## src/hdl/assert_macros.svh

```systemverilog
// ----------------------------------------------------------------------------
// assert_macros.svh
// Assertion macros of the voice allocator, used by mva_ctrl. Each macro expects
// i_clk and i_rst_n in scope.
// ----------------------------------------------------------------------------
`ifndef ASSERT_MACROS_SVH
`define ASSERT_MACROS_SVH

// Same-cycle implication, disabled in reset
`define MVA_ASSERT_NOW(label, ante, cons) \
    label: assert property (@(posedge i_clk) disable iff (!i_rst_n) (ante) |-> (cons)) \
        else $error("voice allocator assertion failed");

// Next-cycle implication, disabled in reset
`define MVA_ASSERT_NEXT(label, ante, cons) \
    label: assert property (@(posedge i_clk) disable iff (!i_rst_n) (ante) |=> (cons)) \
        else $error("voice allocator assertion failed");

`endif

```

## src/hdl/mva_pkg.sv

```systemverilog
// ----------------------------------------------------------------------------
// mva_pkg
// Types, constants and helpers of the MIDI voice allocator.
// ----------------------------------------------------------------------------
`default_nettype none

package mva_pkg;

    localparam int NUM_VOICES = 16;
    localparam int VOICE_W    = (NUM_VOICES > 1) ? $clog2(NUM_VOICES) : 1;
    localparam int MASK_W     = 16;
    localparam int VOICE_OUT_W = 4;
    localparam int CMD_W      = 2;
    localparam int CH_W       = 4;
    localparam int NOTE_W     = 7;
    localparam int VEL_W      = 7;

    localparam logic [VOICE_W-1:0] LAST_VOICE = VOICE_W'(NUM_VOICES - 1);

    typedef logic [VOICE_W-1:0]    t_voice_idx;
    typedef logic [NUM_VOICES-1:0] t_voice_vec;

    typedef enum logic [CMD_W-1:0] {
        CMD_NOTE_ON   = 2'd0,
        CMD_NOTE_OFF  = 2'd1,
        CMD_CLEAR_ALL = 2'd2,
        CMD_NONE      = 2'd3
    } t_cmd;

    typedef enum logic [1:0] {
        S_IDLE,
        S_SCAN,
        S_COMMIT,
        S_DONE
    } t_state;

    typedef struct packed {
        logic [CMD_W-1:0]  command;
        logic [CH_W-1:0]   midi_channel;
        logic [NOTE_W-1:0] note_number;
        logic [VEL_W-1:0]  velocity;
    } t_event;

    typedef struct packed {
        logic              busy;
        logic [NOTE_W-1:0] note;
        logic [CH_W-1:0]   ch;
    } t_voice_rd;

    typedef struct packed {
        logic              clr_en;
        t_voice_idx        clr_idx;
        logic              wr_en;
        t_voice_idx        wr_idx;
        logic [NOTE_W-1:0] note;
        logic [CH_W-1:0]   ch;
    } t_tbl_cmd;

    typedef struct packed {
        t_voice_idx voice;
        logic       assigned;
        logic       stolen;
        t_voice_vec released;
    } t_result;

    // Low 16 voices of a voice vector, zero padded when there are fewer
    function automatic logic [MASK_W-1:0] to_mask(input t_voice_vec v);
        logic [MASK_W+NUM_VOICES-1:0] ext;
        ext = {{MASK_W{1'b0}}, v};
        return ext[MASK_W-1:0];
    endfunction

    // Low 4 bits of a voice number
    function automatic logic [VOICE_OUT_W-1:0] to_voice_out(input t_voice_idx v);
        logic [VOICE_OUT_W+VOICE_W-1:0] ext;
        ext = {{VOICE_OUT_W{1'b0}}, v};
        return ext[VOICE_OUT_W-1:0];
    endfunction

endpackage

`default_nettype wire

```

## src/hdl/mva_if.sv

```systemverilog
// ----------------------------------------------------------------------------
// mva_evt_if / mva_res_if
// Valid/ready channels for note events and allocation results.
// ----------------------------------------------------------------------------
`default_nettype none

interface mva_evt_if;
    logic       valid;
    logic       ready;
    logic [1:0] command;
    logic [3:0] midi_channel;
    logic [6:0] note_number;
    logic [6:0] velocity;

    modport source (output valid, command, midi_channel, note_number, velocity,
                    input ready);
    modport sink   (input valid, command, midi_channel, note_number, velocity,
                    output ready);
endinterface

interface mva_res_if;
    logic        valid;
    logic        ready;
    logic [3:0]  assigned_voice;
    logic        did_assign;
    logic        was_stolen;
    logic [15:0] released_mask;
    logic [15:0] gate_mask;

    modport source (output valid, assigned_voice, did_assign, was_stolen,
                    released_mask, gate_mask, input ready);
    modport sink   (input valid, assigned_voice, did_assign, was_stolen,
                    released_mask, gate_mask, output ready);
endinterface

`default_nettype wire

```

## src/hdl/mva_voice_table.sv

```systemverilog
// ----------------------------------------------------------------------------
// mva_voice_table
// Per-voice state: busy flags (reset cleared), held note and channel.
// One read port at the scan index, one write and one release per cycle.
// ----------------------------------------------------------------------------
`default_nettype none

module mva_voice_table (
    input  wire                   i_clk,
    input  wire                   i_rst_n,
    input  mva_pkg::t_voice_idx   i_rd_idx,
    input  mva_pkg::t_tbl_cmd     i_cmd,
    output mva_pkg::t_voice_rd    o_rd,
    output mva_pkg::t_voice_vec   o_busy
);
    import mva_pkg::*;

    t_voice_vec        r_busy;
    logic [NOTE_W-1:0] r_note [NUM_VOICES];
    logic [CH_W-1:0]   r_ch   [NUM_VOICES];

    always_ff @(posedge i_clk) begin
        if (!i_rst_n) begin
            r_busy <= '0;
        end else begin
            if (i_cmd.clr_en) begin
                r_busy[i_cmd.clr_idx] <= 1'b0;
            end
            if (i_cmd.wr_en) begin
                r_busy[i_cmd.wr_idx] <= 1'b1;
            end
        end
    end

    always_ff @(posedge i_clk) begin
        if (i_cmd.wr_en) begin
            r_note[i_cmd.wr_idx] <= i_cmd.note;
            r_ch[i_cmd.wr_idx]   <= i_cmd.ch;
        end
    end

    assign o_rd.busy = r_busy[i_rd_idx];
    assign o_rd.note = r_note[i_rd_idx];
    assign o_rd.ch   = r_ch[i_rd_idx];
    assign o_busy    = r_busy;

endmodule

`default_nettype wire

```

## src/hdl/mva_ctrl.sv

```systemverilog
// ----------------------------------------------------------------------------
// mva_ctrl
// Scan sequencer: walks the voices one per cycle through a shared match
// compare, records first match and first free voice, releases matches, or on
// clear-all every busy voice; then commits note-on target, round-robin steal.
// ----------------------------------------------------------------------------
`default_nettype none

module mva_ctrl (
    input  wire                   i_clk,
    input  wire                   i_rst_n,
    input  wire                   i_evt_valid,
    input  mva_pkg::t_event       i_evt,
    output logic                  o_evt_ready,
    input  mva_pkg::t_voice_rd    i_rd,
    input  mva_pkg::t_voice_vec   i_busy,
    output mva_pkg::t_voice_idx   o_rd_idx,
    output mva_pkg::t_tbl_cmd     o_tbl,
    input  wire                   i_out_free,
    output logic                  o_res_load,
    output mva_pkg::t_result      o_res
);
    import mva_pkg::*;

    t_state            r_state, n_state;
    t_cmd              r_cmd;
    logic [CH_W-1:0]   r_ch;
    logic [NOTE_W-1:0] r_note;
    t_voice_idx        r_idx, n_idx;
    logic              r_found_match, n_found_match;
    logic              r_found_free, n_found_free;
    t_voice_idx        r_match_idx, n_match_idx;
    t_voice_idx        r_free_idx, n_free_idx;
    t_voice_vec        r_released, n_released;
    t_voice_idx        r_steal_ptr, n_steal_ptr;
    t_voice_idx        r_target, n_target;
    logic              r_assigned, n_assigned;
    logic              r_stolen, n_stolen;

    logic accept;
    logic hit;
    t_cmd evt_cmd;

    assign accept  = i_evt_valid && o_evt_ready;
    // Note-on with zero velocity is a note-off
    assign evt_cmd = (t_cmd'(i_evt.command) == CMD_NOTE_ON && i_evt.velocity == '0)
                     ? CMD_NOTE_OFF : t_cmd'(i_evt.command);
    assign hit     = i_rd.busy && i_rd.note == r_note && i_rd.ch == r_ch;

    always_ff @(posedge i_clk) begin
        if (!i_rst_n) begin
            r_state       <= S_IDLE;
            r_idx         <= '0;
            r_found_match <= 1'b0;
            r_found_free  <= 1'b0;
            r_steal_ptr   <= '0;
        end else begin
            r_state       <= n_state;
            r_idx         <= n_idx;
            r_found_match <= n_found_match;
            r_found_free  <= n_found_free;
            r_steal_ptr   <= n_steal_ptr;
        end
    end

    always_ff @(posedge i_clk) begin
        if (accept) begin
            r_cmd  <= evt_cmd;
            r_ch   <= i_evt.midi_channel;
            r_note <= i_evt.note_number;
        end
        r_match_idx <= n_match_idx;
        r_free_idx  <= n_free_idx;
        r_released  <= n_released;
        r_target    <= n_target;
        r_assigned  <= n_assigned;
        r_stolen    <= n_stolen;
    end

    always_comb begin
        n_state       = r_state;
        n_idx         = r_idx;
        n_found_match = r_found_match;
        n_found_free  = r_found_free;
        n_match_idx   = r_match_idx;
        n_free_idx    = r_free_idx;
        n_released    = r_released;
        n_steal_ptr   = r_steal_ptr;
        n_target      = r_target;
        n_assigned    = r_assigned;
        n_stolen      = r_stolen;
        o_evt_ready   = 1'b0;
        o_res_load    = 1'b0;
        o_tbl         = '0;
        o_tbl.note    = r_note;
        o_tbl.ch      = r_ch;

        case (r_state)
            S_IDLE: begin
                o_evt_ready = 1'b1;
                if (i_evt_valid) begin
                    n_state       = S_SCAN;
                    n_idx         = '0;
                    n_found_match = 1'b0;
                    n_found_free  = 1'b0;
                    n_released    = '0;
                end
            end
            S_SCAN: begin
                case (r_cmd)
                    CMD_NOTE_ON: begin
                        if (hit && !r_found_match) begin
                            n_found_match = 1'b1;
                            n_match_idx   = r_idx;
                        end
                        if (!i_rd.busy && !r_found_free) begin
                            n_found_free = 1'b1;
                            n_free_idx   = r_idx;
                        end
                    end
                    CMD_NOTE_OFF: begin
                        if (hit) begin
                            o_tbl.clr_en      = 1'b1;
                            o_tbl.clr_idx     = r_idx;
                            n_released[r_idx] = 1'b1;
                        end
                    end
                    CMD_CLEAR_ALL: begin
                        if (i_rd.busy) begin
                            o_tbl.clr_en      = 1'b1;
                            o_tbl.clr_idx     = r_idx;
                            n_released[r_idx] = 1'b1;
                        end
                    end
                    default: begin
                    end
                endcase
                if (r_idx == LAST_VOICE) begin
                    n_state = S_COMMIT;
                end else begin
                    n_idx = r_idx + 1'b1;
                end
            end
            S_COMMIT: begin
                n_assigned = 1'b0;
                n_stolen   = 1'b0;
                n_target   = '0;
                if (r_cmd == CMD_NOTE_ON) begin
                    n_assigned = 1'b1;
                    if (r_found_match) begin
                        n_target = r_match_idx;
                    end else if (r_found_free) begin
                        n_target = r_free_idx;
                    end else begin
                        // Steal round robin and advance the pointer
                        n_target    = r_steal_ptr;
                        n_stolen    = 1'b1;
                        n_steal_ptr = (r_steal_ptr == LAST_VOICE) ? '0 : r_steal_ptr + 1'b1;
                    end
                    o_tbl.wr_en  = 1'b1;
                    o_tbl.wr_idx = n_target;
                end
                n_state = S_DONE;
            end
            S_DONE: begin
                if (i_out_free) begin
                    o_res_load = 1'b1;
                    n_state    = S_IDLE;
                end
            end
            default: begin
                n_state = S_IDLE;
            end
        endcase
    end

    assign o_rd_idx       = r_idx;
    assign o_res.voice    = r_target;
    assign o_res.assigned = r_assigned;
    assign o_res.stolen   = r_stolen;
    assign o_res.released = r_released;

    `include "assert_macros.svh"

    `MVA_ASSERT_NEXT(a_accept_starts_scan, accept, r_state == S_SCAN && r_idx == '0)
    `MVA_ASSERT_NOW(a_released_cleared, r_state == S_DONE, (r_released & i_busy) == '0)
    `MVA_ASSERT_NOW(a_assigned_held, r_state == S_DONE && r_assigned, i_busy[r_target])
    `MVA_ASSERT_NOW(a_steal_only_when_full, o_tbl.wr_en && r_stolen == 1'b0 && n_stolen,
                    !r_found_match && !r_found_free)

endmodule

`default_nettype wire

```

## src/hdl/midi_voice_allocator_top.sv

```systemverilog
// ----------------------------------------------------------------------------
// midi_voice_allocator_top
// Polyphonic voice allocator with round-robin stealing.
//
// i_evt carries note-on, note-off and clear-all events (channel, note,
// velocity); a note-on with zero velocity acts as a note-off. o_res returns
// one beat per event: assigned voice, assign and steal flags, the mask of
// voices released and the gate mask of voices held afterwards.
// Each event is handled by a scan that visits one voice per cycle through a
// single match compare, then a commit state that writes the note-on target
// and a result state that loads the output register once it is free.
// i_evt.ready is high only while no event is in progress.
// Reset (synchronous, active low) frees all voices and zeroes the steal
// pointer. A result waiting in the output register holds while o_res.ready
// is low; the next event is scanned meanwhile and waits in its result
// state until the register is taken.
// ----------------------------------------------------------------------------
`default_nettype none

module midi_voice_allocator_top (
    input  wire          i_clk,
    input  wire          i_rst_n,
    mva_evt_if.sink      i_evt,
    mva_res_if.source    o_res
);
    import mva_pkg::*;

    t_event     evt;
    t_voice_rd  rd;
    t_voice_vec busy;
    t_voice_idx rd_idx;
    t_tbl_cmd   tbl_cmd;
    t_result    res;
    logic       evt_ready;
    logic       res_load;
    logic       out_free;

    logic                   r_out_valid;
    logic [VOICE_OUT_W-1:0] r_voice;
    logic                   r_assigned;
    logic                   r_stolen;
    logic [MASK_W-1:0]      r_released;
    logic [MASK_W-1:0]      r_gate;

    assign evt.command      = i_evt.command;
    assign evt.midi_channel = i_evt.midi_channel;
    assign evt.note_number  = i_evt.note_number;
    assign evt.velocity     = i_evt.velocity;
    assign i_evt.ready      = evt_ready;

    assign out_free = !r_out_valid || o_res.ready;

    mva_voice_table u_table (
        .i_clk    (i_clk),
        .i_rst_n  (i_rst_n),
        .i_rd_idx (rd_idx),
        .i_cmd    (tbl_cmd),
        .o_rd     (rd),
        .o_busy   (busy)
    );

    mva_ctrl u_ctrl (
        .i_clk       (i_clk),
        .i_rst_n     (i_rst_n),
        .i_evt_valid (i_evt.valid),
        .i_evt       (evt),
        .o_evt_ready (evt_ready),
        .i_rd        (rd),
        .i_busy      (busy),
        .o_rd_idx    (rd_idx),
        .o_tbl       (tbl_cmd),
        .i_out_free  (out_free),
        .o_res_load  (res_load),
        .o_res       (res)
    );

    always_ff @(posedge i_clk) begin
        if (!i_rst_n) begin
            r_out_valid <= 1'b0;
        end else if (res_load) begin
            r_out_valid <= 1'b1;
        end else if (o_res.ready) begin
            r_out_valid <= 1'b0;
        end
    end

    always_ff @(posedge i_clk) begin
        if (res_load) begin
            r_voice    <= to_voice_out(res.voice);
            r_assigned <= res.assigned;
            r_stolen   <= res.stolen;
            r_released <= to_mask(res.released);
            r_gate     <= to_mask(busy);
        end
    end

    assign o_res.valid          = r_out_valid;
    assign o_res.assigned_voice = r_voice;
    assign o_res.did_assign     = r_assigned;
    assign o_res.was_stolen     = r_stolen;
    assign o_res.released_mask  = r_released;
    assign o_res.gate_mask      = r_gate;

endmodule

`default_nettype wire

```

## src/flat_wrapper.sv

```systemverilog
// flat-port wrapper written by rule: the top's interface ports become plain ports
module midi_voice_allocator_top_flat import mva_pkg::*;
  (i_clk, i_rst_n, i_evt_valid, i_evt_command, i_evt_midi_channel, i_evt_note_number, i_evt_velocity, i_evt_ready, o_res_valid, o_res_assigned_voice, o_res_did_assign, o_res_was_stolen, o_res_released_mask, o_res_gate_mask, o_res_ready);
  mva_evt_if i_evt_i ();
  mva_res_if o_res_i ();
  input  wire i_clk;
  input  wire i_rst_n;
  input wire logic [$bits(i_evt_i.valid)-1:0] i_evt_valid;
  input wire logic [$bits(i_evt_i.command)-1:0] i_evt_command;
  input wire logic [$bits(i_evt_i.midi_channel)-1:0] i_evt_midi_channel;
  input wire logic [$bits(i_evt_i.note_number)-1:0] i_evt_note_number;
  input wire logic [$bits(i_evt_i.velocity)-1:0] i_evt_velocity;
  output wire logic [$bits(i_evt_i.ready)-1:0] i_evt_ready;
  output wire logic [$bits(o_res_i.valid)-1:0] o_res_valid;
  output wire logic [$bits(o_res_i.assigned_voice)-1:0] o_res_assigned_voice;
  output wire logic [$bits(o_res_i.did_assign)-1:0] o_res_did_assign;
  output wire logic [$bits(o_res_i.was_stolen)-1:0] o_res_was_stolen;
  output wire logic [$bits(o_res_i.released_mask)-1:0] o_res_released_mask;
  output wire logic [$bits(o_res_i.gate_mask)-1:0] o_res_gate_mask;
  input wire logic [$bits(o_res_i.ready)-1:0] o_res_ready;
  assign i_evt_i.valid = i_evt_valid;
  assign i_evt_i.command = i_evt_command;
  assign i_evt_i.midi_channel = i_evt_midi_channel;
  assign i_evt_i.note_number = i_evt_note_number;
  assign i_evt_i.velocity = i_evt_velocity;
  assign i_evt_ready = i_evt_i.ready;
  assign o_res_valid = o_res_i.valid;
  assign o_res_assigned_voice = o_res_i.assigned_voice;
  assign o_res_did_assign = o_res_i.did_assign;
  assign o_res_was_stolen = o_res_i.was_stolen;
  assign o_res_released_mask = o_res_i.released_mask;
  assign o_res_gate_mask = o_res_i.gate_mask;
  assign o_res_i.ready = o_res_ready;
  midi_voice_allocator_top u_core (.i_clk(i_clk), .i_rst_n(i_rst_n), .i_evt(i_evt_i), .o_res(o_res_i));
endmodule
```

## config.mk

```make
export PLATFORM = sky130hd
export DESIGN_NAME = midi_voice_allocator_top_flat
export DESIGN_NICKNAME = d
export VERILOG_FILES = /design/src/hdl/mva_pkg.sv /design/src/hdl/mva_if.sv /design/src/hdl/mva_voice_table.sv /design/src/hdl/mva_ctrl.sv /design/src/hdl/midi_voice_allocator_top.sv /design/src/flat_wrapper.sv
export VERILOG_INCLUDE_DIRS = /design/src /design/src/hdl
export SDC_FILE = /design/constraint.sdc
export NUM_CORES = 1
export LEC_CHECK = 0
export BUFFER_PORTS_ARGS = -buffer_cell sky130_fd_sc_hd__buf_2
export CORE_MARGIN = 1
export CORE_UTILIZATION = 50
export DETAILED_ROUTE_END_ITERATION = 16
export PLACE_DENSITY_LB_ADDON = 0.05
export SLEW_MARGIN = 20
export SYNTH_ARGS = -nofsm -noshare
export SYNTH_HDL_FRONTEND = slang
export SYNTH_SLANG_ARGS = --single-unit
```

## constraint.sdc

```tcl
create_clock -name i_clk -period 3.7 [get_ports i_clk]
set_input_delay 0.555 -clock i_clk [delete_from_list [all_inputs] [get_ports i_clk]]
set_output_delay 0.555 -clock i_clk [all_outputs]
set_load 0.05 [all_outputs]
```

==> results of run 1 <==
==> layout make-up <==
| cell class | instances | share of cell area, % |
|---|---|---|
| Sequential cell | 290 | 62.0 |
| Multi-Input combinational cell | 345 | 22.4 |
| Clock buffer | 31 | 5.74 |
| Timing Repair Buffer | 97 | 4.77 |
| Tap cell | 285 | 2.64 |
| Clock inverter | 25 | 2.09 |
| Inverter | 14 | 0.389 |
==> synthesized netlist by cell type (5+ instances only) <==
| master | number | area share (%) |
|---|---|---|
| inv_1 | 13 | 0.42 |
| clkbuf_1 | 18 | 0.58 |
| nor2b_1 | 26 | 1.4 |
| xnor2_1 | 7 | 0.53 |
| nand2_1 | 23 | 0.74 |
| or3_1 | 16 | 0.86 |
| mux4_2 | 36 | 7.0 |
| nor2_1 | 29 | 0.94 |
| mux2i_1 | 43 | 3.7 |
| mux2_2 | 5 | 0.48 |
| nand3_1 | 16 | 0.69 |
| o221a_1 | 10 | 0.97 |
| o221a_2 | 5 | 0.48 |
| ha_1 | 12 | 1.3 |
| buf_2 | 6 | 0.26 |
| a21oi_1 | 25 | 1.1 |
| edfxtp_1 | 257 | 66 |
| a22oi_1 | 9 | 0.58 |
| xor2_1 | 9 | 0.68 |
| dfxtp_1 | 33 | 5.7 |
| nand4_1 | 5 | 0.27 |
| o21ai_0 | 12 | 0.52 |
| and2_1 | 9 | 0.48 |
==> routing by layer <==
metal,up-vias,GRT usage [%],part of all wire (%)
met4,0,5.19,2.1
met3,44,3.45,6.0
met1,3184,32.2,45
li1,2881,-,-
met5,-,0,0
met2,215,34.8,46
==> flip-flops by register name, summed over array words and instances (netlist names), named ones only <==
| register | cells |
|---|---|
| u_core.o_res.valid | 1 |
| u_core.u_ctrl.o_rd_idx | 4 |
| u_core.u_ctrl.r_note | 7 |
| u_core.u_ctrl.r_assigned | 1 |
| u_core.u_ctrl.r_found_free | 1 |
| u_core.u_ctrl.r_cmd | 2 |
| u_core.u_table.r_note | 112 |
| u_core.o_res.released_mask | 16 |
| u_core.u_table.o_busy | 16 |
| u_core.o_res.was_stolen | 1 |
| u_core.o_res.gate_mask | 16 |
| u_core.u_table.r_ch | 64 |
| u_core.u_ctrl.r_ch | 4 |
| u_core.u_ctrl.r_found_match | 1 |
| u_core.u_ctrl.r_free_idx | 4 |
| u_core.o_res.assigned_voice | 4 |
| u_core.u_ctrl.r_steal_ptr | 4 |
| u_core.o_res.did_assign | 1 |
| u_core.u_ctrl.r_stolen | 1 |
| u_core.u_ctrl.r_match_idx | 4 |
| u_core.u_ctrl.r_state | 2 |
| u_core.u_ctrl.r_released | 16 |
| u_core.u_ctrl.r_target | 4 |
==> per-stage QoR <==
stage | std cells | worst slack (ns) | total power [mW] | util (%) | hold slack [ns]
global placement | 1030 | 0.429 | 5.29 | 54.8 | 0.409
finish | 1087 | 0.383 | 8.45 | 59.6 | 0.183
detailed placement | 1030 | 0.378 | 5.34 | 54.8 | 0.411
global route | 1087 | 0.260 | 8.76 | 59.6 | 0.162
floorplan | 680 | 0.365 | 4.95 | - | 0.400
CTS | 1086 | 0.355 | 8.52 | 59.5 | 0.160
==> worst paths after layout <==
path,start,slack (ns),depth (start not counted),endpoint
max reg2reg,register,0.38,9,u_core.u_ctrl.r_released[13]
max,register,0.38,9,u_core.u_ctrl.r_released[13]
min reg2reg,u_core.u_ctrl.r_target[3],0.43,0,u_core.o_res.assigned_voice[3]
min,i_evt_midi_channel[2],0.18,1,u_core.u_ctrl.r_ch[2]
==> worst register-to-register path, delay by kind of cell (launching register included) <==
| kind | cells | cell delay [ns] |
|---|---|---|
| buffers and inverters | 2 | 0.50 |
| multiplexers | 1 | 0.13 |
| AO/OA/AOI/OAI | 3 | 0.75 |
| AND/OR/NAND/NOR | 3 | 0.97 |
| flip-flops | 1 | 0.67 |
==> logic make-up after synthesis <==
logic type / Yosys count / share of synthesized area, %
AO/OA/AOI/OAI: 85 / 5.41
XOR/XNOR: 16 / 1.21
adder cells (fa/ha/maj): 12 / 1.29
buffers and inverters: 45 / 1.91
flip-flops: 290 / 72.1
multiplexers: 84 / 11.2
AND/OR/NAND/NOR: 148 / 6.86
==> power by group through the flow <==
stage / Combinational, mW / Sequential (mW) / Clock [mW]
3_3_place_gp: 1.02 / 4.27 / 0
4_1_cts: 1.05 / 4.23 / 3.24
2_1_floorplan: 0.592 / 4.36 / 0
3_5_place_dp: 1.04 / 4.30 / 0
5_1_grt: 1.13 / 4.27 / 3.36
6_report: 1.04 / 4.23 / 3.18
==> impl_metrics.csv, run 1 <==
group,metric,value,unit
run_status,result_of_the_run,"finished, final reports clean",
grt,grt_pass1_vias,6393,
timing,maxClockFrequency,301,MHz
timing,period_minus_slack,3.32,ns
setup_path,cpPeakStageDelay,0.67,ns
final_layout,area_delta_synth_final,16.5,%
timing,finalHoldViolations,0,
setup_path,cp_cell_sequence,"buf_12 > mux2i_1 > a22oi_1 > a21oi_1 > nor4_1 > and3_1 > nand4_1 > a31oi_2 > buf_12",
power_and_ir_drop,cellPowerDensity,625,mW/mm^2
timing,setup_tns,0,ns
cts,clock_sinks,290,
power_and_ir_drop,switchingPower,2.15,mW
floorplanning,dieArea,0.0238,sq mm
placement,finalWeightedCongestion,0.796,
grt,antenna_violations_before_repair,0,
cts,clock_latency,0.55,ns
timing,final_critical_path_share_of_the_clock_period,89.6,%
route,drt_iter0_markers,434,
setup_path,slowest_stage,"dfxtp_2",
timing,actual_transition_at_the_worst_max_transition_pin,1.01,ns
route,postRouteWirelength,25400,microns
timing,drv_slew,0,
final_layout,layout.cells.most_common,"edfxtp_1",
synth,yosys_register_bits,290,
route,detail_route.wl_per_cell,23.4,microns
floorplanning,dieWidth,154,microns
flow_run,cap_viol_max_count,0,
route,route.vias.total,6324,
synth,synthesis.yosys.warnings,0,
setup_path,crit_arrival,3.56,ns
timing,slew_headroom,32.7,%
power_and_ir_drop,combinational_group_share_of_total_power,12.3,%
final_layout,final_net_count,814,
timing,rsz0062_at_grt,"false",
min_path,min_path_type,"primary input to register",
synth,number_of_synthesized_flops_with_an_enable_pin,257,
power_and_ir_drop,ir_worst_vdd,0.000542,V
synth,synthDistinctLibCells,51,
final_layout,layout_common_cells,"257 x edfxtp_1, 63 x buf_2, 43 x mux2i_1",
cts,htreeDepth,1,
floorplanning,start_util,51.1,%
power_and_ir_drop,clock_group_share_of_total_power,37.6,%
cts,cts-root-buf,"clkbuf_16",
cts,postcts_resize_cnt,0,
floorplanning,chipHeight,154,microns
placement,io_buffers,63,
floorplanning,num_io_pins,64,
timing,clock_skew,0.0158,ns
route,vias_per_cell,5.82,
cts,cts_max_path_buffers,3,
setup_path,cp-start-kind,"register",
setup_path,crit_required,3.95,ns
route,drt_antenna_net_count,0,
grt,grt-ovfl-total,0,
cts,cts_tree,"built",
synth,summed_instance_area_of_the_synthesized_netlist,0.0116,sq mm
placement,placedInstanceArea,0.0124,sq mm
cts,cts_setup_buffers,0,
synth,seq_area_frac_synth,72.1,%
floorplanning,rows,55,
timing,setup_viol_count_final,0,
cts,clk_pin_slew,0.06,ns
cts,cts-buffers-inserted,30,
setup_path,critical_path_buf_inv_count,2,
grt,grt_pass1_wl,38800,microns
final_layout,diodes,0,
grt,grtUsageTotal,21.9,%
route,route.detailed.drc,0,
setup_path,crit_family,"simple AND/OR/NAND/NOR gates",
power_and_ir_drop,internal_power,6.30,mW
synth,synthesis.area_per_instance,17.1,sq um
final_layout,seqCellArea,0.00838,sq mm
power_and_ir_drop,seqPwrFrac,50.0,%
synth,async_reset_ff_share,0,%
synth,syn_inst,680,
cts,hold_buffers,0,
synth,synth_fp_nets,716,
final_layout,layout.cell_area.non_filler,0.0135,sq mm
setup_path,critical_path_class,"register to register",
synth,synth_ff_type,"edfxtp_1",
setup_path,critPathMostFrequentCell,"buf_12",
final_layout,multi_input_area,0.00303,sq mm
placement,hpwlAfterDp,16400,microns
grt,grt_max_degree,39,
route,first_pass_iters,5,
power_and_ir_drop,switching_share,25.4,%
floorplanning,core_area,0.0227,sq mm
setup_path,end_kind,"register",
final_layout,drive_above_1_share,25.2,%
final_layout,fillerInstances,1704,
setup_path,worst-path-max-fanout,32,
power_and_ir_drop,total_leakage_power,4.54,nW
No activity file was read; power rests on OpenSTA's default activity.
==> run 2, diff against run 1 <==
--- a/config.mk
+++ b/config.mk
@@ -9,6 +9,7 @@
 export BUFFER_PORTS_ARGS = -buffer_cell sky130_fd_sc_hd__buf_2
 export CORE_MARGIN = 1
 export CORE_UTILIZATION = 50
+export CTS_BUF_LIST = sky130_fd_sc_hd__clkbuf_8
 export DETAILED_ROUTE_END_ITERATION = 16
 export PLACE_DENSITY_LB_ADDON = 0.05
 export SLEW_MARGIN = 20
==> run 2 against run 1 <==
  * Maximum frequency shrank 0.17%
  * Register-to-register slack about the same
  * Die area is the same
  * Critical path type unchanged
  * Flip-flop and latch count did not move
  * Via count rose by 0.54%
  * Critical path depth did not move
  * Global-route usage up 0.31 points
  * Clock skew is 0.0018 ns higher
  * Utilization shrank 0.41 points
  * Largest power group unchanged
  * Cell area down 0.68%
==> impl_metrics.csv, run 2 (same netlist as run 1, synthesis figures left out) <==
group,metric,value,unit
setup_path,critPathMostFrequentCell,"buf_12",
timing,period_minus_slack,3.32,ns
final_layout,largestRegisters,"u_core.u_table.r_note: 112 flops, u_core.u_table.r_ch: 64 flops",
route,drt_iter0_markers,427,
timing,setup_viol_count_final,0,
floorplanning,start_util,51.1,%
placement,finalWeightedCongestion,0.796,
cts,hold_buffers,0,
floorplanning,dieArea,0.0238,sq mm
setup_path,cpPeakStageDelay,0.67,ns
timing,rsz0062_at_grt,"false",
placement,hpwlAfterDp,16400,microns
timing,slew_headroom,32.4,%
cts,cts-buffers-inserted,47,
route,route.detailed.drc,0,
setup_path,end_kind,"register",
floorplanning,dieWidth,154,microns
power_and_ir_drop,p_total,8.06,mW
setup_path,slowest_stage,"dfxtp_2",
run_status,result_of_the_run,"finished, final reports clean",
grt,grt_pass1_wl,39100,microns
grt,grt-ovfl-total,0,
final_layout,layout.cells.most_common,"edfxtp_1",
cts,clock_sinks,290,
timing,final_critical_path_share_of_the_clock_period,89.8,%
cts,cts_max_path_buffers,3,
floorplanning,chipHeight,154,microns
final_layout,area_delta_synth_final,15.7,%
timing,actual_transition_at_the_worst_max_transition_pin,1.01,ns
setup_path,worst-path-max-fanout,32,
setup_path,critical_path_buf_inv_count,2,
cts,cts_tree,"built",
final_layout,diodes,0,
timing,setup_tns,0,ns
final_layout,layout_common_cells,"257 x edfxtp_1, 63 x buf_2, 55 x clkbuf_8",
setup_path,critical_path_class,"register to register",
timing,maxClockFrequency,301,MHz
setup_path,cp_cell_sequence,"buf_12 > mux2i_1 > a22oi_1 > a21oi_1 > nor4_1 > and3_1 > nand4_1 > a31oi_2 > buf_12",
cts,cts_setup_buffers,0,
route,postRouteWirelength,25600,microns
floorplanning,rows,55,
route,drt_antenna_net_count,0,
floorplanning,core_area,0.0227,sq mm
route,detail_route.wl_per_cell,22.9,microns
cts,clk_pin_slew,0.06,ns
grt,grt_pass1_vias,6517,
route,vias_per_cell,5.69,
grt,antenna_violations_before_repair,0,
route,route.vias.total,6358,
timing,clock_skew,0.0176,ns
floorplanning,num_io_pins,64,
cts,cts-root-buf,"clkbuf_8",
grt,grt_max_degree,39,
setup_path,crit_family,"simple AND/OR/NAND/NOR gates",
timing,finalHoldViolations,0,
cts,clock_latency,0.55,ns
setup_path,cp-start-kind,"register",
min_path,min_path_type,"primary input to register",
route,first_pass_iters,5,
final_layout,largest_register_ff_count,112,
power_and_ir_drop,cellPowerDensity,600,mW/mm^2
setup_path,crit_required,3.96,ns
final_layout,drive_above_1_share,25.9,%
cts,htreeDepth,2,
cts,postcts_resize_cnt,0,
power_and_ir_drop,total_leakage_power,4.55,nW
final_layout,max_flop_register,"u_core.u_table.r_note",
setup_path,crit_arrival,3.58,ns
grt,grtUsageTotal,22.2,%
final_layout,final_net_count,831,
power_and_ir_drop,ir_worst_vdd,0.000450,V
flow_run,cap_viol_max_count,0,
timing,drv_slew,0,
placement,io_buffers,63,
run 2: cell types whose count changed in the layout (fill, tap and decap cells not counted), sizes merged:
cell | previous run | this run
clkbuf | 31 | 55
inv | 14 | 22
clkinv | 17 | 21
bufinv | 6 | 3
clkinvlp | 2 | 0
run 2: path summary, 6_finish.rpt:
kind	from	end	slack [ns]	depth (start not counted)
setup / recovery	register	u_core.u_ctrl.r_released[8]	0.38	9
hold / removal	i_evt_note_number[5]	u_core.u_ctrl.r_note[5]	0.18	1
setup reg to reg	register	u_core.u_ctrl.r_released[8]	0.38	9
hold reg to reg	u_core.u_ctrl.r_target[2]	u_core.o_res.assigned_voice[2]	0.43	0
run 2: layout make-up:
| class | count | area (sq um) |
|---|---|---|
| Fill cell | 1727 | 9280 |
| Inverter | 14 | 52.6 |
| Multi-Input combinational cell | 345 | 3030 |
| Clock inverter | 32 | 209 |
| Sequential cell | 290 | 8380 |
| Tap cell | 285 | 357 |
| Timing Repair Buffer | 97 | 646 |
| Clock buffer | 55 | 757 |
run 2: power by group:
group          leakage, nW  switching, mW  total [mW]  internal [mW]
registers             2.61          0.234        4.23           3.99
clock network        0.536           1.23        2.79           1.56
logic                 1.41          0.671        1.04          0.374
run 2: worst reg2reg max path, stage by stage (launching register included):
cell and delay (ns):
dfxtp_2 0.67, buf_12 0.31, mux2i_1 0.14, a22oi_1 0.32, a21oi_1 0.13, nor4_1 0.52
and3_1 0.26, nand4_1 0.21, a31oi_2 0.31, buf_12 0.19
run 2: metal layers:
| metal | track usage (%) | vias to the layer above | routed length [microns] |
|---|---|---|---|
| li1 | - | 2918 | - |
| met1 | 32.0 | 3181 | 11700 |
| met2 | 34.9 | 223 | 11800 |
| met3 | 4.51 | 36 | 1630 |
| met4 | 5.89 | 0 | 483 |
| met5 | 0 | - | 0 |
run 2: through the flow:
stage | instances | setup slack [ns] | hold slack, ns | utilization, % | area [sq um]
after CTS | 1117 | 0.373 | 0.152 | 59.1 | 13400
after floorplan | 680 | 0.365 | 0.400 | - | 11600
after global placement | 1030 | 0.429 | 0.409 | 54.8 | 12400
final | 1118 | 0.377 | 0.184 | 59.1 | 13400
after global routing | 1118 | 0.273 | 0.154 | 59.1 | 13400
after detailed placement | 1030 | 0.378 | 0.411 | 54.8 | 12400
